## src/hw/rtl/stod_pkg.sv

```systemverilog
// ---------------------------------------------------------------------------
// Scaled time-of-day clock package
// Shared constants for the clock datapath and its serial arithmetic units.
// ---------------------------------------------------------------------------
package stod_pkg;
  localparam int TICKS_PER_SECOND = 60;
  localparam int TW = 48;
  localparam int DW = 36;
  localparam int DAY_S = 86400;
  localparam int HOUR_S = 3600;
  localparam int MIN_S = 60;
  localparam int TICK_NUM = 1440 * 256;
  localparam logic [1:0] OP_TICK  = 2'd0;
  localparam logic [1:0] OP_SET   = 2'd1;
  localparam logic [1:0] OP_READ  = 2'd2;
  localparam logic [1:0] OP_SPARE = 2'd3;
  localparam logic [1:0] REG_RMPD  = 2'd0;
  localparam logic [1:0] REG_SCALE = 2'd1;
  localparam logic [1:0] REG_PAUSE = 2'd2;
  localparam logic [TW-1:0] TIME_MAX = {TW{1'b1}};
endpackage

```

## src/hw/rtl/stod_div.sv

```systemverilog
// ---------------------------------------------------------------------------
// Serial divider
// Restoring divider, one quotient bit per cycle, 36-bit operands.
// ---------------------------------------------------------------------------
module stod_div import stod_pkg::*; (
  input  logic          clk,
  input  logic          rst,
  input  logic          start,
  input  logic [DW-1:0] dividend,
  input  logic [DW-1:0] divisor,
  output logic          done,
  output logic [DW-1:0] quotient,
  output logic [DW-1:0] remainder
);
  logic [DW-1:0] rem;
  logic [DW-1:0] quo;
  logic [5:0]    cnt;
  logic          busy;
  logic [DW:0]   trial;

  assign trial = {rem, quo[DW-1]} - {1'b0, divisor};
  assign quotient = quo;
  assign remainder = rem;

  always_ff @(posedge clk) begin
    if (rst) begin
      busy <= 1'b0;
      done <= 1'b0;
      cnt <= '0;
    end else begin
      done <= 1'b0;
      if (start) begin
        busy <= 1'b1;
        rem <= '0;
        quo <= dividend;
        cnt <= 6'(DW);
      end else if (busy) begin
        if (!trial[DW]) begin
          rem <= trial[DW-1:0];
          quo <= {quo[DW-2:0], 1'b1};
        end else begin
          rem <= {rem[DW-2:0], quo[DW-1]};
          quo <= {quo[DW-2:0], 1'b0};
        end
        cnt <= cnt - 6'd1;
        if (cnt == 6'd1) begin
          busy <= 1'b0;
          done <= 1'b1;
        end
      end
    end
  end
endmodule

```

## src/hw/rtl/scaled_time_of_day_clock.sv

```systemverilog
// ---------------------------------------------------------------------------
// Scaled time-of-day clock
// Virtual clock with tick, set and read transactions, one result each.
// ---------------------------------------------------------------------------
// Each transaction returns one result with the time after it. All division
// runs through one shared 36-bit serial divider that yields one quotient bit
// per cycle, and splitting the whole seconds into days, hours, minutes and
// seconds takes three divisions. A read, a spare operation or a paused tick
// presents its result after that split, and an unpaused tick adds one
// division for the increment. A set runs the split, a multiply and an apply
// step for each target it applies, skips each unused target, and then runs
// the split once more for its result. A new transaction is accepted from
// the cycle after the result is loaded into the output register, so the next
// one runs while a result waits; the block stalls only when a finished result
// finds that register still full. Registers are meant to be written only
// while no transaction is in flight.
module scaled_time_of_day_clock import stod_pkg::*; (
  input  logic        clk,
  input  logic        rst,
  input  logic        s_tvalid,
  output logic        s_tready,
  // operation[1:0], set_day[18:2], set_hour[24:19], set_minute[31:25],
  // set_second[38:32], zero fill
  input  logic [39:0] s_tdata,
  output logic        m_tvalid,
  input  logic        m_tready,
  // day_now[15:0], hour_now[20:16], minute_now[26:21], second_now[32:27],
  // total_seconds[64:33], zero fill
  output logic [71:0] m_tdata,
  input  logic        cfg_we,
  input  logic [1:0]  cfg_index,
  input  logic [15:0] cfg_data
);
  localparam logic [2:0] S_IDLE  = 3'd0;
  localparam logic [2:0] S_TICK  = 3'd1;
  localparam logic [2:0] S_NEXT  = 3'd2;
  localparam logic [2:0] S_DEC   = 3'd3;
  localparam logic [2:0] S_MUL   = 3'd4;
  localparam logic [2:0] S_APPLY = 3'd5;
  localparam logic [2:0] S_PUT   = 3'd6;

  localparam logic [1:0] U_DAY  = 2'd0;
  localparam logic [1:0] U_HOUR = 2'd1;
  localparam logic [1:0] U_MIN  = 2'd2;

  logic [15:0]        rmpd;
  logic [15:0]        tscale;
  logic               paused;
  logic [TW-1:0]      game_time;
  logic [2:0]         state;
  logic [1:0]         phase;
  logic [1:0]         unit;
  logic [3:0]         pend;
  logic [16:0]        sday;
  logic [5:0]         shour;
  logic [6:0]         smin;
  logic [6:0]         ssec;
  logic [15:0]        dq;
  logic [4:0]         hq;
  logic [5:0]         mq;
  logic [5:0]         sq;
  logic signed [35:0] adj;
  logic [71:0]        obuf;
  logic               obuf_v;
  logic               div_busy;
  logic               dstart;
  logic               ddone;
  logic [DW-1:0]      ddiv;
  logic [DW-1:0]      ddvs;
  logic [DW-1:0]      dquo;
  logic [DW-1:0]      drem;
  logic [15:0]        rmpd_eff;
  logic [25:0]        tick_den;
  logic [DW-1:0]      tick_num;
  logic [TW:0]        tick_sum;
  logic [31:0]        secs;
  logic signed [17:0] step_tgt;
  logic signed [17:0] step_cur;
  logic signed [17:0] step_unit;
  logic signed [17:0] step_diff;
  logic signed [52:0] g_ext;
  logic signed [52:0] a_ext;
  logic signed [52:0] r_pos;
  logic signed [52:0] r_neg;
  logic signed [52:0] r_sel;
  logic               put;

  stod_div u_div (.clk, .rst, .start(dstart), .dividend(ddiv), .divisor(ddvs),
    .done(ddone), .quotient(dquo), .remainder(drem));

  assign s_tready = (state == S_IDLE);
  assign m_tvalid = obuf_v;
  assign m_tdata = obuf;
  assign secs = game_time[TW-1:16];

  assign rmpd_eff = (rmpd == 16'd0) ? 16'd1 : rmpd;
  assign tick_den = 26'(rmpd_eff) * 26'(TICKS_PER_SECOND);
  assign tick_num = DW'(tscale) * DW'(TICK_NUM);
  assign tick_sum = {1'b0, game_time} + (TW+1)'(dquo);
  assign dstart = ((state == S_TICK) || (state == S_DEC)) && !div_busy;
  assign put = (state == S_PUT) && (!obuf_v || m_tready);

  always_comb begin
    if (state == S_TICK) begin
      ddiv = tick_num;
      ddvs = DW'(tick_den);
    end else begin
      case (phase)
        2'd0: begin
          ddiv = DW'(secs);
          ddvs = DW'(DAY_S);
        end
        2'd1: begin
          ddiv = drem;
          ddvs = DW'(HOUR_S);
        end
        default: begin
          ddiv = drem;
          ddvs = DW'(MIN_S);
        end
      endcase
    end
  end

  always_comb begin
    case (unit)
      U_DAY: begin
        step_tgt = {1'b0, sday};
        step_cur = {2'b00, dq};
        step_unit = 18'(DAY_S);
      end
      U_HOUR: begin
        step_tgt = {12'd0, shour};
        step_cur = {13'd0, hq};
        step_unit = 18'(HOUR_S);
      end
      U_MIN: begin
        step_tgt = {11'd0, smin};
        step_cur = {12'd0, mq};
        step_unit = 18'(MIN_S);
      end
      default: begin
        step_tgt = {11'd0, ssec};
        step_cur = {12'd0, sq};
        step_unit = 18'd1;
      end
    endcase
    step_diff = step_tgt - step_cur;
  end

  assign g_ext = {5'd0, game_time};
  assign a_ext = {adj[35], adj, 16'd0};
  assign r_pos = g_ext + a_ext;
  assign r_neg = g_ext - a_ext;
  assign r_sel = (unit != U_DAY && r_pos[52]) ? r_neg : r_pos;

  always_ff @(posedge clk) begin
    if (rst) begin
      div_busy <= 1'b0;
    end else if (dstart) begin
      div_busy <= 1'b1;
    end else if (ddone) begin
      div_busy <= 1'b0;
    end
  end

  always_ff @(posedge clk) begin
    if (rst) begin
      rmpd <= 16'd1440;
      tscale <= 16'd256;
      paused <= 1'b0;
      game_time <= '0;
      state <= S_IDLE;
      phase <= 2'd0;
      obuf_v <= 1'b0;
    end else begin
      if (cfg_we) begin
        case (cfg_index)
          REG_RMPD:  rmpd <= cfg_data;
          REG_SCALE: tscale <= cfg_data;
          REG_PAUSE: paused <= cfg_data[0];
          default: ;
        endcase
      end
      if (put) begin
        obuf_v <= 1'b1;
      end else if (m_tready) begin
        obuf_v <= 1'b0;
      end
      case (state)
        S_IDLE: begin
          if (s_tvalid) begin
            sday <= s_tdata[18:2];
            shour <= s_tdata[24:19];
            smin <= s_tdata[31:25];
            ssec <= s_tdata[38:32];
            unit <= U_DAY;
            phase <= 2'd0;
            if (s_tdata[1:0] == OP_SET) begin
              pend <= {~s_tdata[38], ~s_tdata[31], ~s_tdata[24], ~s_tdata[18]};
              state <= S_NEXT;
            end else begin
              pend <= 4'd0;
              state <= (s_tdata[1:0] == OP_TICK && !paused) ? S_TICK : S_DEC;
            end
          end
        end
        S_TICK: begin
          if (ddone) begin
            game_time <= tick_sum[TW] ? TIME_MAX : tick_sum[TW-1:0];
            state <= S_DEC;
          end
        end
        S_NEXT: begin
          if (pend == 4'd0 || pend[0]) begin
            state <= S_DEC;
          end else begin
            pend <= {1'b0, pend[3:1]};
            unit <= unit + 2'd1;
          end
        end
        S_DEC: begin
          if (ddone) begin
            case (phase)
              2'd0: begin
                dq <= (|dquo[DW-1:16]) ? 16'hFFFF : dquo[15:0];
                phase <= 2'd1;
              end
              2'd1: begin
                hq <= dquo[4:0];
                phase <= 2'd2;
              end
              default: begin
                mq <= dquo[5:0];
                sq <= drem[5:0];
                phase <= 2'd0;
                state <= pend[0] ? S_MUL : S_PUT;
              end
            endcase
          end
        end
        S_MUL: begin
          adj <= step_diff * step_unit;
          state <= S_APPLY;
        end
        S_APPLY: begin
          if (r_sel[52]) begin
            game_time <= '0;
          end else if (|r_sel[51:TW]) begin
            game_time <= TIME_MAX;
          end else begin
            game_time <= r_sel[TW-1:0];
          end
          pend <= {1'b0, pend[3:1]};
          unit <= unit + 2'd1;
          state <= S_NEXT;
        end
        S_PUT: begin
          if (put) begin
            obuf <= {7'd0, secs, sq, mq, hq, dq};
            state <= S_IDLE;
          end
        end
        default: state <= S_IDLE;
      endcase
    end
  end
endmodule

```

## config.mk

```make
export PLATFORM = sky130hd
export DESIGN_NAME = scaled_time_of_day_clock
export DESIGN_NICKNAME = d
export VERILOG_FILES = /design/src/hw/rtl/stod_pkg.sv /design/src/hw/rtl/stod_div.sv /design/src/hw/rtl/scaled_time_of_day_clock.sv
export SDC_FILE = /design/constraint.sdc
export NUM_CORES = 1
export LEC_CHECK = 0
export BUFFER_PORTS_ARGS = -buffer_cell sky130_fd_sc_hd__buf_2
export CELL_PAD_IN_SITES_DETAIL_PLACEMENT = 0
export CELL_PAD_IN_SITES_GLOBAL_PLACEMENT = 1
export CORE_MARGIN = 4
export CORE_UTILIZATION = 35
export CTS_BUF_LIST = sky130_fd_sc_hd__clkbuf_16
export DETAILED_ROUTE_END_ITERATION = 10
export HOLD_SLACK_MARGIN = 0.15
export PLACE_DENSITY = 0.72
export SETUP_SLACK_MARGIN = 0.5
export SYNTH_ARGS = -nofsm -noshare
export SYNTH_HDL_FRONTEND = slang
export SYNTH_SLANG_ARGS = --single-unit
```

## constraint.sdc

```tcl
create_clock -name clk -period 12.69 [get_ports clk]
set_clock_uncertainty 0.15 [all_clocks]
set_input_delay 2.538 -clock clk [delete_from_list [all_inputs] [get_ports clk]]
set_output_delay 2.538 -clock clk [all_outputs]
set_load 0.05 [all_outputs]
```

After elaboration in Yosys (flattened, before gate mapping)
Index checks and enable logic that the tools add are counted.
- flip-flop bits (word level): 345
- add/subtract/negate cells: 7
- multiply operators: 3
- equal/unequal tests: 20
- multiplexer cells: 49
- bitwise gates (word level): 7
- reductions and logical operators: 43
- operator list (operator ; count):
    36-bit two-way mux ; 6
    48-bit two-way mux ; 4
    17-bit case mux with 3 select lines ; 2
    48-bit case mux with 2 select lines ; 1
    49-bit by 52-bit adder with 53-bit output ; 1
    53-bit two-way mux ; 1
    49-bit by 52-bit subtractor with 53-bit output ; 1
    48-bit by 36-bit adder with 49-bit output ; 1
    16-bit case mux with 3 select lines ; 1
    37-bit by 22-bit subtractor with 37-bit output ; 1
    18-bit by 18-bit multiplier with 36-bit output ; 1
    17-bit case mux with 2 select lines ; 1
    16-bit by 6-bit multiplier with 22-bit output, second input constant ; 1
    22-bit two-way mux ; 1
    3-bit case mux with 7 select lines ; 1
    16-bit by 4-bit multiplier with 20-bit output, second input constant ; 1
    20-bit OR reduction ; 1
    3-bit two-way mux ; 6
    17-bit by 16-bit subtractor with 18-bit output ; 1
    16-bit zero test ; 1
    16-bit two-way mux ; 1
    4-bit AND reduction ; 4
    2-bit two-way mux ; 6
    4-bit two-way mux ; 3
    30 further kinds ; 81

Longest topological paths before layout
- depth after elaboration: 8
- mapped depth: 42
- mapped depth without buffers: 41

Modules after synthesis
A second synthesis with hierarchy kept.
- cell total of the unflattened synthesis: 3757
- area, all modules: 34812.1 um^2
- modules (own cells, without submodules) (module ; instances ; cells an instance ; area an instance (um^2)):
    scaled_time_of_day_clock ; 1 ; 3240 ; 29383.2
    stod_div ; 1 ; 517 ; 5429.0

Least setup slack after synthesis
OpenSTA, ideal clock, no wires.
- path kind: register -> register
- from: reg unit[0]
- to: reg adj[34] (data pin)
- library setup time: 0.262 ns
- data arrival time: 9.938 ns
- data required time: 12.278 ns
- setup slack: 2.340 ns
- stages on the path, launching flop included: 42
- path through: edfxtp_1 > inv_1 > ha_1 > clkbuf_1 > clkbuf_1 > a222oi_1 > a21oi_1 > ha_1 > inv_1 > fa_1 > a21o_1 > a21oi_1 > o21a_1 > nor3_1 > nor4b_1 > o31ai_1 > o21a_1 > nor2_1 > [... 6 more ...] > inv_1 > fa_1 > fa_1 > inv_1 > fa_1 > inv_1 > ha_1 > a21o_1 > a21o_1 > a221oi_2 > o211ai_2 > a2111oi_2 > o21bai_2 > o211ai_2 > or4_1 > a41oi_2 > o21bai_1 > xor2_1
- cells in the longest elaborated chain, start to end: 4
- elaborated cells between the ends (all ways): 8
- ends and longest elaborated chain (element ; line ; text):
    from (decl) ; scaled_time_of_day_clock.sv:52 ; logic [1:0] unit;
    from (signal assigned) ; scaled_time_of_day_clock.sv:219 ; unit <= unit + 2'd1;
    from (signal assigned) ; scaled_time_of_day_clock.sv:255 ; unit <= unit + 2'd1;
    2-bit == test, or another cell as far along ; scaled_time_of_day_clock.sv:126 ; case (unit)
    17-bit case mux with 3 select lines / 16-bit case mux with 3 select lines (equally long branches) ; scaled_time_of_day_clock.sv:126 ;
    17-bit by 16-bit subtractor with 18-bit output ; scaled_time_of_day_clock.sv:148 ; step_diff = step_tgt - step_cur;
    18-bit by 18-bit multiplier with 36-bit output (*) ; scaled_time_of_day_clock.sv:243 ; adj <= step_diff * step_unit;
    to (signal assigned) ; scaled_time_of_day_clock.sv:243 ;
    to (decl) ; scaled_time_of_day_clock.sv:62 ; logic signed [35:0] adj;
Every way passes the cells marked *; elsewhere a longest branch is shown, timed or not.
A chain may end at the register's enable or synchronous reset.

Worst setup path in the final report
Same ends and word-level chain as after synthesis.

==> results.json <==
{
  "cts_max_level": 2,
  "grt_usage": 0.180,
  "rsz0062_at_grt": "no",
  "required_ns": 12.85,
  "status": "completed",
  "grt_antenna_before_repair": 3,
  "slew_viol_final": 0,
  "synth_cells": 3636,
  "fin_util": 0.389,
  "end_kind": "flop",
  "async_flop_share": 0,
  "period_needed_ns": 10.95,
  "cts_tree": "built",
  "drt_wl_total_um": 93300,
  "gr-total-overflow": 0,
  "port_buffers": 128,
  "grt_pass1_vias": 25600,
  "ys_types": 108,
  "finalNetCount": 4385,
  "first_pass_iters": 7,
  "numCtsBuffers": 39,
  "ys.flop_type": "edfxtp_1",
  "place.gp.congestion": 0.900,
  "drc": 0,
  "timing.fmax_mhz": 91.3,
  "cts_root_buffer": "clkbuf_16",
  "drtIter0Drc": 1786,
  "min_path_type": "flop to flop",
  "clkSinkCount": 345,
  "wl_per_cell_um": 18.6,
  "synth_warnings": 0,
  "synth.avg_cell_area_um2": 9.33,
  "hold_violations": 0,
  "start_kind": "flop",
  "core_area_um2": 95600,
  "worst_pin_slew_ns": 1.23,
  "finalCritPeriodShare": 0.863,
  "worstSkewPairLatency_ns": 0.59,
  "syn_area_um2": 33900,
  "cp.arrival_ns": 11.11,
  "crit_fanout": 13,
  "finalSetupViolCount": 0,
  "ios": 137,
  "setup_tns_ns": 0,
  "postCtsSetupRepairBufs": 0,
  "cts.reportedPaths.clkPinSlew_ns": 0.06,
  "yosysSeqAreaShare": 0.277,
  "fp.dieW_um": 319,
  "num_rows": 113,
  "dp_hpwl_um": 74100,
  "die_area_um2": 102000,
  "ant_nets": 0,
  "via_per_inst": 5.18,
  "die_height_um": 319,
  "drv_cap": 0,
  "holdBufCountCts": 0,
  "grt_max_degree": 67,
  "area_growth_pct": 9.60,
  "grt_pass1_wl_um": 146000,
  "crit_type": "flop to flop",
  "drive_above_1_share": 0.0822,
  "synth-edff-count": 249,
  "setup_slack_ns": 1.74,
  "cp_slowest_stage_delay_ns": 0.57,
  "slew_headroom": 0.171,
  "start_util": 0.355,
  "pre_cts_ws_ns": 1.71,
  "cts_buffer_depth": 3,
  "synth_seq_cells": 345,
  "cts_resized": 0,
  "cp_common_cell": "fa_1",
  "vias": 25900,
  "slowest_stage": "fa_1"
}
==> through the flow <==
step / hold slack [ns] / area (um^2) / instances
finish: 0.312 / 37200 / 5003
detailed placement: 0.291 / 35900 / 4928
global route: 0.324 / 37200 / 4999
global placement: 0.287 / 35900 / 4928
CTS: 0.309 / 37200 / 4999
floorplan: 0.271 / 34000 / 3643
==> worst max-delay path, delay by kind of cell (launching register included) <==
family / cells / cell delay (ns)
and+or+nand+nor: 6 / 1.27
adders and majority gates: 10 / 4.49
DFF: 1 / 0.44
xor gates and xnor gates: 2 / 0.27
buffers and inverters: 7 / 0.62
AOI/OAI and AO/OA: 16 / 3.45
==> cells by family (layout without fill, tap and decap cells) <==
logic type / count (synthesis) / count (layout) / share of synthesized area
simple gates: 930 / 930 / 0.134
compound gates: 855 / 855 / 0.169
buf+inv: 674 / 765 / 0.0774
fa+ha+maj: 618 / 618 / 0.287
flops: 345 / 345 / 0.277
xor+xnor: 177 / 177 / 0.0457
mux: 36 / 36 / 0.0107
other cells: 1 / 12 / 0.000111
==> metal layers <==
layer  GRT usage  share of wire  vias up  routed length, um
met5           0              0        -                  0
met4      0.0534          0.030        0               2830
met3      0.0228          0.055      116               5140
met1       0.262           0.48    12500              45000
met2       0.278           0.43      680              40300
li1            -              -    12600                  -
==> cells in the final DEF, fill, tap and decap left out, types with 34 or more instances in the layout <==
master | netlist | layout
nor2b_1 | 48 | 47
nand3_1 | 51 | 51
o21bai_1 | 34 | 34
xnor2_1 | 114 | 114
or3_1 | 36 | 36
nor3_1 | 55 | 51
ha_1 | 353 | 352
buf_2 | 23 | 127
o21a_1 | 40 | 40
a21o_1 | 79 | 79
nor2_1 | 220 | 215
clkbuf_16 | 0 | 40
dfxtp_1 | 96 | 96
edfxtp_1 | 249 | 249
nand2_1 | 288 | 288
and2_1 | 93 | 93
a21oi_1 | 283 | 283
xor2_1 | 63 | 63
mux2i_1 | 35 | 35
o21ai_0 | 144 | 144
fa_1 | 265 | 265
inv_1 | 529 | 533
==> final timing paths <==
| path | endpoint | slack [ns] | startpoint | depth (start not counted) |
|---|---|---|---|---|
| worst max-delay path | adj[34] | 1.74 | unit[0] | 41 |
| worst min-delay path | m_tdata[26] | 0.31 | mq[5] | 0 |
| worst max register to register | adj[34] | 1.74 | unit[0] | 41 |
| worst min register to register | m_tdata[26] | 0.31 | mq[5] | 0 |
==> cell type report <==
type / instances / area (um^2)
inverter: 535 / 2010
timing repair buffer: 159 / 876
multi-input combinational: 2624 / 22000
fill: 9733 / 58400
sequential: 345 / 9400
tap: 1265 / 1580
clock buffer: 40 / 1000
antenna: 4 / 10.0
clock inverter: 31 / 308
==> synth_stat cells (all sizes together) (48+ instances only) <==
library cell	count	area share
a21o	79	0.017
a21oi	285	0.042
and2	94	0.017
buf	48	0.0080
clkbuf	91	0.010
dfxtp	96	0.057
edfxtp	249	0.22
fa	265	0.16
ha	353	0.13
inv	534	0.059
nand2	288	0.032
nand3	51	0.0075
nor2	220	0.024
nor2b	48	0.0089
nor3	55	0.0081
o21ai	161	0.024
xnor2	114	0.029
xor2	63	0.016
==> flip-flops by register name, summed over array words and instances (netlist names), 7 cells and up <==
register and cells:
sday 17, dq 16, ssec 7, game_time 48, smin 7, u_div.quotient 36, rmpd 16, adj 36
m_tdata 65, tscale 16, u_div.remainder 36
Power is not shown: default switching activity piles up to over one toggle a cycle in this logic, so the estimate is an artifact.
